$ cat src/sv/hrsp_pkg.sv
// Shared types and constants for the HTTP response stream parser.
package hrsp_pkg;

    // Character codes that the parser tests against.
    localparam logic [7:0] CH_CR    = 8'd13;
    localparam logic [7:0] CH_LF    = 8'd10;
    localparam logic [7:0] CH_COLON = 8'd58;
    localparam logic [7:0] CH_SPACE = 8'd32;
    localparam logic [7:0] CH_ZERO  = 8'd48;
    localparam logic [7:0] CH_NINE  = 8'd57;

    // Saturation limit of the status code accumulator.
    localparam logic [19:0] CODE_MAX = 20'hFFFFF & 20'd65535;

    // Input opcodes.
    typedef enum logic [0:0] {
        OP_START = 1'b0,
        OP_DATA  = 1'b1
    } opcode_t;

    // Parse phases.
    typedef enum logic [2:0] {
        PH_VERSION = 3'd0,
        PH_CODE    = 3'd1,
        PH_REASON  = 3'd2,
        PH_NAME    = 3'd3,
        PH_VSTART  = 3'd4,
        PH_VALUE   = 3'd5,
        PH_BODY    = 3'd6
    } phase_t;

    // Result event kinds.
    typedef enum logic [2:0] {
        EV_STATUS = 3'd0,
        EV_REASON = 3'd1,
        EV_NAME   = 3'd2,
        EV_VALUE  = 3'd3,
        EV_HDONE  = 3'd4,
        EV_HEND   = 3'd5,
        EV_BODY   = 3'd6
    } ev_kind_t;

    // One input beat.
    typedef struct packed {
        logic [0:0] opcode;
        logic [7:0] rx_byte;
    } in_item_t;

    // One result beat.
    typedef struct packed {
        logic [2:0]  event_kind;
        logic [7:0]  out_byte;
        logic [15:0] status_code;
        logic        last;
    } out_item_t;

    // All results caused by one input byte, as held in the queue.
    typedef struct packed {
        out_item_t first;
        out_item_t second;
        logic      two;
    } res_grp_t;

    // Parser state apart from the pending CR flag.
    typedef struct packed {
        phase_t      phase;
        logic        line_empty;
        logic [15:0] code_acc;
        logic        digits_done;
    } pst_t;

    // Outcome of handling one content byte.
    typedef struct packed {
        pst_t       st;
        logic       emit;
        ev_kind_t   kind;
        logic [7:0] data;
    } cont_t;

    // Queue handshake between front and back.
    typedef struct packed {
        logic valid;
        logic ready;
    } qhs_t;

endpackage

$ cat src/sv/http_response_stream_parser.sv
// Path: an accepted input beat is written into the result group queue, then its
// results into the output register. Throughput: one input beat per cycle while the
// queue is not full (input ready falls only then); one result beat per cycle while
// result_ready is high, so a byte that yields two results holds the output longer, absorbed by the queue.
// Reset (rst_n low, asynchronous) returns the parser to the version phase and
// empties the queue and the output register.
module http_response_stream_parser
#(
    parameter int QUEUE_DEPTH = 4
)
(
    input  logic                clk,
    input  logic                rst_n,
    input  logic                item_valid,
    output logic                item_ready,
    input  hrsp_pkg::in_item_t  item,
    output logic                result_valid,
    input  logic                result_ready,
    output hrsp_pkg::out_item_t result
);

    logic               push;
    logic               q_full;
    logic               pop;
    hrsp_pkg::res_grp_t push_grp;
    hrsp_pkg::res_grp_t pop_grp;
    hrsp_pkg::qhs_t     pop_hs;

    hrsp_front u_front
    (
        .clk        (clk),
        .rst_n      (rst_n),
        .item_valid (item_valid),
        .item_ready (item_ready),
        .item       (item),
        .push       (push),
        .q_full     (q_full),
        .push_grp   (push_grp)
    );

    hrsp_queue #(.DEPTH(QUEUE_DEPTH)) u_queue
    (
        .clk      (clk),
        .rst_n    (rst_n),
        .push     (push),
        .push_grp (push_grp),
        .full     (q_full),
        .pop_hs   (pop_hs),
        .pop      (pop),
        .pop_grp  (pop_grp)
    );

    hrsp_back u_back
    (
        .clk          (clk),
        .rst_n        (rst_n),
        .pop_hs       (pop_hs),
        .pop          (pop),
        .pop_grp      (pop_grp),
        .result_valid (result_valid),
        .result_ready (result_ready),
        .result       (result)
    );

endmodule

$ cat src/sv/hrsp_front.sv
// Front end: accepts input beats, runs the parser and forms result groups.
module hrsp_front
(
    input  logic               clk,
    input  logic               rst_n,
    input  logic               item_valid,
    output logic               item_ready,
    input  hrsp_pkg::in_item_t item,
    output logic               push,
    input  logic               q_full,
    output hrsp_pkg::res_grp_t push_grp
);

    hrsp_pkg::pst_t st_reg;
    hrsp_pkg::pst_t st_next;
    logic           cr_pending_reg;
    logic           cr_pending_next;
    logic           accept;
    logic           any_res;

    // Handle one content byte in the current phase.
    function automatic hrsp_pkg::cont_t content_step(input hrsp_pkg::pst_t s,
                                                     input logic [7:0] b);
        hrsp_pkg::cont_t r;
        logic [19:0]     v;
        r.st   = s;
        r.emit = 1'b0;
        r.kind = hrsp_pkg::EV_BODY;
        r.data = b;
        v = 20'(s.code_acc) * 20'd10 + 20'(b - hrsp_pkg::CH_ZERO);
        case (s.phase)
            hrsp_pkg::PH_VERSION:
            begin
                if (b == hrsp_pkg::CH_SPACE)
                begin
                    r.st.phase = hrsp_pkg::PH_CODE;
                end
            end
            hrsp_pkg::PH_CODE:
            begin
                if (b == hrsp_pkg::CH_SPACE)
                begin
                    r.st.phase = hrsp_pkg::PH_REASON;
                end
                else if (!s.digits_done && (b inside {[hrsp_pkg::CH_ZERO:hrsp_pkg::CH_NINE]}))
                begin
                    r.st.code_acc = (v > hrsp_pkg::CODE_MAX) ? 16'hFFFF : v[15:0];
                end
                else
                begin
                    r.st.digits_done = 1'b1;
                end
            end
            hrsp_pkg::PH_REASON:
            begin
                r.emit = 1'b1;
                r.kind = hrsp_pkg::EV_REASON;
            end
            hrsp_pkg::PH_NAME:
            begin
                r.st.line_empty = 1'b0;
                if (b == hrsp_pkg::CH_COLON)
                begin
                    r.st.phase = hrsp_pkg::PH_VSTART;
                end
                else
                begin
                    r.emit = 1'b1;
                    r.kind = hrsp_pkg::EV_NAME;
                end
            end
            hrsp_pkg::PH_VSTART:
            begin
                r.st.phase = hrsp_pkg::PH_VALUE;
                if (b != hrsp_pkg::CH_SPACE)
                begin
                    r.emit = 1'b1;
                    r.kind = hrsp_pkg::EV_VALUE;
                end
            end
            hrsp_pkg::PH_VALUE:
            begin
                r.emit = 1'b1;
                r.kind = hrsp_pkg::EV_VALUE;
            end
            default:
            begin
                r.emit = 1'b1;
                r.kind = hrsp_pkg::EV_BODY;
            end
        endcase
        return r;
    endfunction

    // Build a byte-carrying result.
    function automatic hrsp_pkg::out_item_t byte_res(input hrsp_pkg::ev_kind_t k,
                                                     input logic [7:0] b,
                                                     input logic lst);
        hrsp_pkg::out_item_t o;
        o.event_kind  = k;
        o.out_byte    = b;
        o.status_code = 16'd0;
        o.last        = lst;
        return o;
    endfunction

    assign item_ready = !q_full;
    assign accept     = item_valid && item_ready;
    assign push       = accept && any_res;

    // Parser next state and the results of the current beat.
    always_comb
    begin
        hrsp_pkg::cont_t r1;
        hrsp_pkg::cont_t r2;
        st_next          = st_reg;
        cr_pending_next  = cr_pending_reg;
        any_res          = 1'b0;
        push_grp         = '0;
        r1               = '0;
        r2               = '0;
        if (item.opcode == hrsp_pkg::OP_START)
        begin
            // Start command returns the parser state to reset values.
            st_next.phase       = hrsp_pkg::PH_VERSION;
            st_next.line_empty  = 1'b1;
            st_next.code_acc    = 16'd0;
            st_next.digits_done = 1'b0;
            cr_pending_next     = 1'b0;
        end
        else if (st_reg.phase >= hrsp_pkg::PH_BODY)
        begin
            any_res        = 1'b1;
            push_grp.first = byte_res(hrsp_pkg::EV_BODY, item.rx_byte, 1'b1);
        end
        else if (cr_pending_reg && item.rx_byte == hrsp_pkg::CH_LF)
        begin
            // A CR LF pair ends the line.
            cr_pending_next = 1'b0;
            any_res         = 1'b1;
            push_grp.first  = byte_res(hrsp_pkg::EV_HDONE, 8'd0, 1'b1);
            if (st_reg.phase <= hrsp_pkg::PH_REASON)
            begin
                push_grp.first.event_kind  = hrsp_pkg::EV_STATUS;
                push_grp.first.status_code = st_reg.code_acc;
                st_next.phase              = hrsp_pkg::PH_NAME;
                st_next.line_empty         = 1'b1;
            end
            else if (st_reg.phase == hrsp_pkg::PH_NAME && st_reg.line_empty)
            begin
                push_grp.first.event_kind = hrsp_pkg::EV_HEND;
                st_next.phase             = hrsp_pkg::PH_BODY;
            end
            else
            begin
                st_next.phase      = hrsp_pkg::PH_NAME;
                st_next.line_empty = 1'b1;
            end
        end
        else
        begin
            // A lone CR is released as content before the current byte.
            r1.st = st_reg;
            if (cr_pending_reg)
            begin
                r1 = content_step(st_reg, hrsp_pkg::CH_CR);
            end
            r2.st = r1.st;
            if (item.rx_byte == hrsp_pkg::CH_CR)
            begin
                cr_pending_next = 1'b1;
            end
            else
            begin
                cr_pending_next = 1'b0;
                r2 = content_step(r1.st, item.rx_byte);
            end
            st_next = r2.st;
            any_res = r1.emit || r2.emit;
            if (r1.emit && r2.emit)
            begin
                push_grp.first  = byte_res(r1.kind, r1.data, 1'b0);
                push_grp.second = byte_res(r2.kind, r2.data, 1'b1);
                push_grp.two    = 1'b1;
            end
            else if (r1.emit)
            begin
                push_grp.first = byte_res(r1.kind, r1.data, 1'b1);
            end
            else
            begin
                push_grp.first = byte_res(r2.kind, r2.data, 1'b1);
            end
        end
    end

    // Parser state registers.
    always_ff @(posedge clk or negedge rst_n)
    begin
        if (!rst_n)
        begin
            st_reg.phase       <= hrsp_pkg::PH_VERSION;
            st_reg.line_empty  <= 1'b1;
            st_reg.code_acc    <= 16'd0;
            st_reg.digits_done <= 1'b0;
            cr_pending_reg     <= 1'b0;
        end
        else if (accept)
        begin
            st_reg         <= st_next;
            cr_pending_reg <= cr_pending_next;
        end
    end

`ifndef SYNTH
    // A two-result group marks only its second result as last.
    a_two_last: assert property (@(posedge clk) disable iff (!rst_n)
        (push && push_grp.two) |-> (!push_grp.first.last && push_grp.second.last))
        else $error("two-result group has wrong last flags");
`endif

endmodule

$ cat src/sv/hrsp_queue.sv
// Result group queue between the parser front end and the output back end.
module hrsp_queue
#(
    parameter int DEPTH = 4
)
(
    input  logic               clk,
    input  logic               rst_n,
    input  logic               push,
    input  hrsp_pkg::res_grp_t push_grp,
    output logic               full,
    output hrsp_pkg::qhs_t     pop_hs,
    input  logic               pop,
    output hrsp_pkg::res_grp_t pop_grp
);

    localparam int PTR_W = (DEPTH > 1) ? $clog2(DEPTH) : 1;
    localparam int CNT_W = $clog2(DEPTH + 1);

    hrsp_pkg::res_grp_t mem [DEPTH];
    logic [PTR_W-1:0]   wr_ptr_reg;
    logic [PTR_W-1:0]   wr_ptr_next;
    logic [PTR_W-1:0]   rd_ptr_reg;
    logic [PTR_W-1:0]   rd_ptr_next;
    logic [CNT_W-1:0]   count_reg;
    logic [CNT_W-1:0]   count_next;
    logic               do_pop;

    assign full         = (count_reg == CNT_W'(DEPTH));
    assign pop_hs.valid = (count_reg != '0);
    assign pop_hs.ready = pop;
    assign do_pop       = pop && pop_hs.valid;
    assign pop_grp      = mem[rd_ptr_reg];

    // Pointer and fill count updates.
    always_comb
    begin
        wr_ptr_next = wr_ptr_reg;
        rd_ptr_next = rd_ptr_reg;
        count_next  = count_reg;
        if (push)
        begin
            wr_ptr_next = (wr_ptr_reg == PTR_W'(DEPTH - 1)) ? '0 : wr_ptr_reg + 1'b1;
        end
        if (do_pop)
        begin
            rd_ptr_next = (rd_ptr_reg == PTR_W'(DEPTH - 1)) ? '0 : rd_ptr_reg + 1'b1;
        end
        if (push && !do_pop)
        begin
            count_next = count_reg + 1'b1;
        end
        else if (!push && do_pop)
        begin
            count_next = count_reg - 1'b1;
        end
    end

    always_ff @(posedge clk or negedge rst_n)
    begin
        if (!rst_n)
        begin
            wr_ptr_reg <= '0;
            rd_ptr_reg <= '0;
            count_reg  <= '0;
        end
        else
        begin
            wr_ptr_reg <= wr_ptr_next;
            rd_ptr_reg <= rd_ptr_next;
            count_reg  <= count_next;
        end
    end

    // Storage array.
    always_ff @(posedge clk)
    begin
        if (push)
        begin
            mem[wr_ptr_reg] <= push_grp;
        end
    end

`ifndef SYNTH
    a_no_overflow: assert property (@(posedge clk) disable iff (!rst_n)
        push |-> !full)
        else $error("queue written while full");
    a_count_range: assert property (@(posedge clk) disable iff (!rst_n)
        count_reg <= CNT_W'(DEPTH))
        else $error("queue count out of range");
    a_count_step: assert property (@(posedge clk) disable iff (!rst_n)
        (push && !do_pop) |=> (count_reg == $past(count_reg) + 1'b1))
        else $error("queue count did not advance on push");
`endif

endmodule

$ cat src/sv/hrsp_back.sv
// Back end: takes result groups from the queue and delivers one result per beat.
module hrsp_back
(
    input  logic                clk,
    input  logic                rst_n,
    input  hrsp_pkg::qhs_t      pop_hs,
    output logic                pop,
    input  hrsp_pkg::res_grp_t  pop_grp,
    output logic                result_valid,
    input  logic                result_ready,
    output hrsp_pkg::out_item_t result
);

    hrsp_pkg::out_item_t result_reg;
    hrsp_pkg::out_item_t second_reg;
    logic                valid_reg;
    logic                has_second_reg;
    logic                advance;

    assign advance      = !valid_reg || result_ready;
    assign pop          = advance && !has_second_reg && pop_hs.valid;
    assign result_valid = valid_reg;
    assign result       = result_reg;

    // Control: the held second result goes before the next group.
    always_ff @(posedge clk or negedge rst_n)
    begin
        if (!rst_n)
        begin
            valid_reg      <= 1'b0;
            has_second_reg <= 1'b0;
        end
        else if (advance)
        begin
            if (has_second_reg)
            begin
                valid_reg      <= 1'b1;
                has_second_reg <= 1'b0;
            end
            else if (pop_hs.valid)
            begin
                valid_reg      <= 1'b1;
                has_second_reg <= pop_grp.two;
            end
            else
            begin
                valid_reg <= 1'b0;
            end
        end
    end

    // Output payload registers.
    always_ff @(posedge clk)
    begin
        if (advance)
        begin
            if (has_second_reg)
            begin
                result_reg <= second_reg;
            end
            else if (pop_hs.valid)
            begin
                result_reg <= pop_grp.first;
                second_reg <= pop_grp.second;
            end
        end
    end

`ifndef SYNTH
    a_second_needs_first: assert property (@(posedge clk) disable iff (!rst_n)
        has_second_reg |-> (valid_reg && !result_reg.last))
        else $error("held second result without a pending first");
`endif

endmodule

$ cat config.mk
export PLATFORM = sky130hd
export DESIGN_NAME = http_response_stream_parser
export DESIGN_NICKNAME = d
export VERILOG_FILES = /design/src/sv/hrsp_pkg.sv /design/src/sv/http_response_stream_parser.sv /design/src/sv/hrsp_front.sv /design/src/sv/hrsp_queue.sv /design/src/sv/hrsp_back.sv
export SDC_FILE = /design/constraint.sdc
export NUM_CORES = 1
export LEC_CHECK = 0
export BUFFER_PORTS_ARGS = -buffer_cell sky130_fd_sc_hd__buf_4
export CAP_MARGIN = 20
export CORE_ASPECT_RATIO = 1.75
export CORE_MARGIN = 2
export CORE_UTILIZATION = 60
export DETAILED_ROUTE_END_ITERATION = 12
export GPL_ROUTABILITY_DRIVEN = 1
export PLACE_DENSITY = 0.74
export SETUP_SLACK_MARGIN = 0.02
export SLEW_MARGIN = 25
export SYNTH_ARGS = -nofsm -noshare
export SYNTH_HDL_FRONTEND = slang
export SYNTH_HIERARCHICAL = 1
export SYNTH_SLANG_ARGS = --single-unit
$ cat constraint.sdc
create_clock -name clk -period 8.1 [get_ports clk]
set_input_delay 0.81 -clock clk [delete_from_list [all_inputs] [get_ports clk]]
set_output_delay 0.81 -clock clk [all_outputs]
set_load 0.01 [all_outputs]
==> flow_summary.ini <==
[floorplanning]
initial_core_util = 0.6088
ioPinCount = 43
dieArea_um2 = 25590
die_h_um = 210.1
coreArea_um2 = 23930
std_cell_rows = 75
die_width_um = 121.8

[placed_design]
dp.cells = 1237
gp_congestion = 0.8637
port_buffers = 42
dp_slack_ps = 3041
hpwl_um = 18000

[timing]
max_freq_mhz = 196.1
grt_setup_unrepaired = false
tns_ps = 0
setup_slack_ps = 3002
finClkSkew_ps = 15.02
relSlewSlack = 0.3372
post-route-period-util = 0.6294
fin_crit_ps = 5098
tightest_slew_ps = 990.6
finalSetupViolCount = 0
finalHoldViolCount = 0
slew_violations = 0

[pwr]
p_per_area_nw_per_um2 = 192.4
p_clk_frac = 0.404
p_sw_mw = 0.5784
ir_drop_mv = 0.1717
pwr-share-seq = 0.574
p_int_mw = 2.483
p_leak_nw = 5.848
combinationalPowerShare = 0.022
swShare = 0.1889

[clocking]
max-clock-path-buffers = 3
clkLatencyLatePin_ps = 530
cts_setup_buffers = 0
root_buffer = clkbuf_16
hold_buffers = 0
clkSlewWorstSetupHoldPaths_ps = 70
cts_sinks = 315
cts_tree = built
htree_levels = 1
ctsResizeCount = 0
cts_buffers = 26

[logic_synthesis]
syn_avg_cell_area_um2 = 15.99
synth_area_um2 = 14570
syn_inst = 911
yosysWarnings = 6

[cells_and_area]
area_growth_syn_to_layout_pct = 9.232
largest_register_ffs = 228
drive_above_1_share = 0.2160
fin_nets = 1028
fin_cells = 1285
antenna_cells = 0

[detailed_routing]
drt-total-wl_um = 27170
drc_errors = 0
drt_pass1_iterations = 5
ant_nets = 0
drt_iter0_drc = 545
wl_per_cell_um = 21.14
num_vias = 7783
avgViaCountPerCell = 6.057

[grt]
grt_antenna_before_repair = 0
grt_use_total = 0.2203
grt_pass1_wl_um = 43240
grt_max_degree = 46
grt_pass1_vias = 8059
overflow = 0

[run]
drv_cap = 0

[worst_setup_path]
worst_setup_path_start_kind = flop
worstSetupPathType = flop to flop
crit_arrival_ps = 5480
worst_ep_required_time_ps = 8480
cp_max_fo = 14
r2r_setup_slack_ps = 3000
cp-end-kind = flop

[run_status]
status = finished clean

[min_path]
hp-class = input pin to asynchronous set/reset pin
[cell type report]
type	count	area, um2
Timing Repair Buffer	52	390.4
Clock buffer	33	698.2
Inverter	24	90.09
Tap cell	308	385.4
Fill cell	1687	8015
Clock inverter	15	148.9
Sequential cell	315	9311
Multi-Input combinational cell	538	4890
[cell usage in the layout (no fill, tap or decap), drive strengths merged, types with 7 or more instances in the layout]
cell / count
edfxtp: 284
mux4: 57
ha: 55
buf: 52
nor2: 48
o21ai: 43
a21oi: 36
nand2: 35
clkbuf: 33
mux2: 31
dfrtp: 30
and2: 25
inv: 24
xnor2: 22
conb: 17
nor3: 14
nand3: 13
a22oi: 12
a21o: 12
clkinv: 12
nand2b: 10
nor2b: 9
xor2: 9
nor4: 8
a211oi: 8
a31oi: 7
[path summary, 6_finish.rpt]
path | from | end | cells after the start
setup / recovery | u_front/st_reg[2] | u_front/st_reg[2] | 19
hold / removal | rst_n | u_front/st_reg[20] | 1
setup reg to reg | u_front/st_reg[2] | u_front/st_reg[2] | 19
hold reg to reg | u_queue/count_reg[2] | u_queue/count_reg[2] | 1
max in group asynchronous | rst_n | u_queue/rd_ptr_reg[0] | 1
min in group clk | u_queue/count_reg[2] | u_queue/count_reg[2] | 1
[per-stage QoR]
stage	instance area (um2)	total power [mW]	hold slack [ps]	util
global route	15910	3.145	230.4	0.6650
finish	15910	3.061	205.5	0.6650
floorplan	14630	1.839	447.1	-
global placement	15060	1.857	473.2	0.6294
detailed placement	15070	1.858	472.5	0.6296
CTS	15910	3.085	205.1	0.6650
[power groups by stage]
| stage | Combinational, mW | Sequential [mW] | Clock, mW |
|---|---|---|---|
| final | 0.0679 | 1.76 | 1.24 |
| after global routing | 0.0754 | 1.76 | 1.31 |
| after CTS | 0.0666 | 1.76 | 1.26 |
| after detailed placement | 0.0665 | 1.79 | 0 |
| after global placement | 0.0656 | 1.79 | 0 |
| after floorplan | 0.0481 | 1.79 | 0 |
[routing by layer]
layer | track usage | vias up | part of all wire
li1 | - | 3620 | -
met1 | 0.2772 | 3946 | 0.40
met2 | 0.3941 | 172 | 0.54
met3 | 0.01975 | 45 | 0.033
met4 | 0.08284 | 0 | 0.029
met5 | 0 | - | 0
[worst max-delay path: stages, from the launching register on]
cell,delay [ps]
dfrtp_1,430
ha_1,320
ha_1,240
fa_1,400
a21o_1,170
a21oi_1,220
o21bai_1,120
a31o_2,290
a2111oi_0,470
o21bai_1,130
a21oi_1,190
xnor2_1,90
ha_1,350
nor3_1,70
a21oi_1,130
o211ai_1,120
a311oi_2,220
xor2_1,190
nor3_4,620
o21ai_0,170
(Power assumes the default switching activity.)
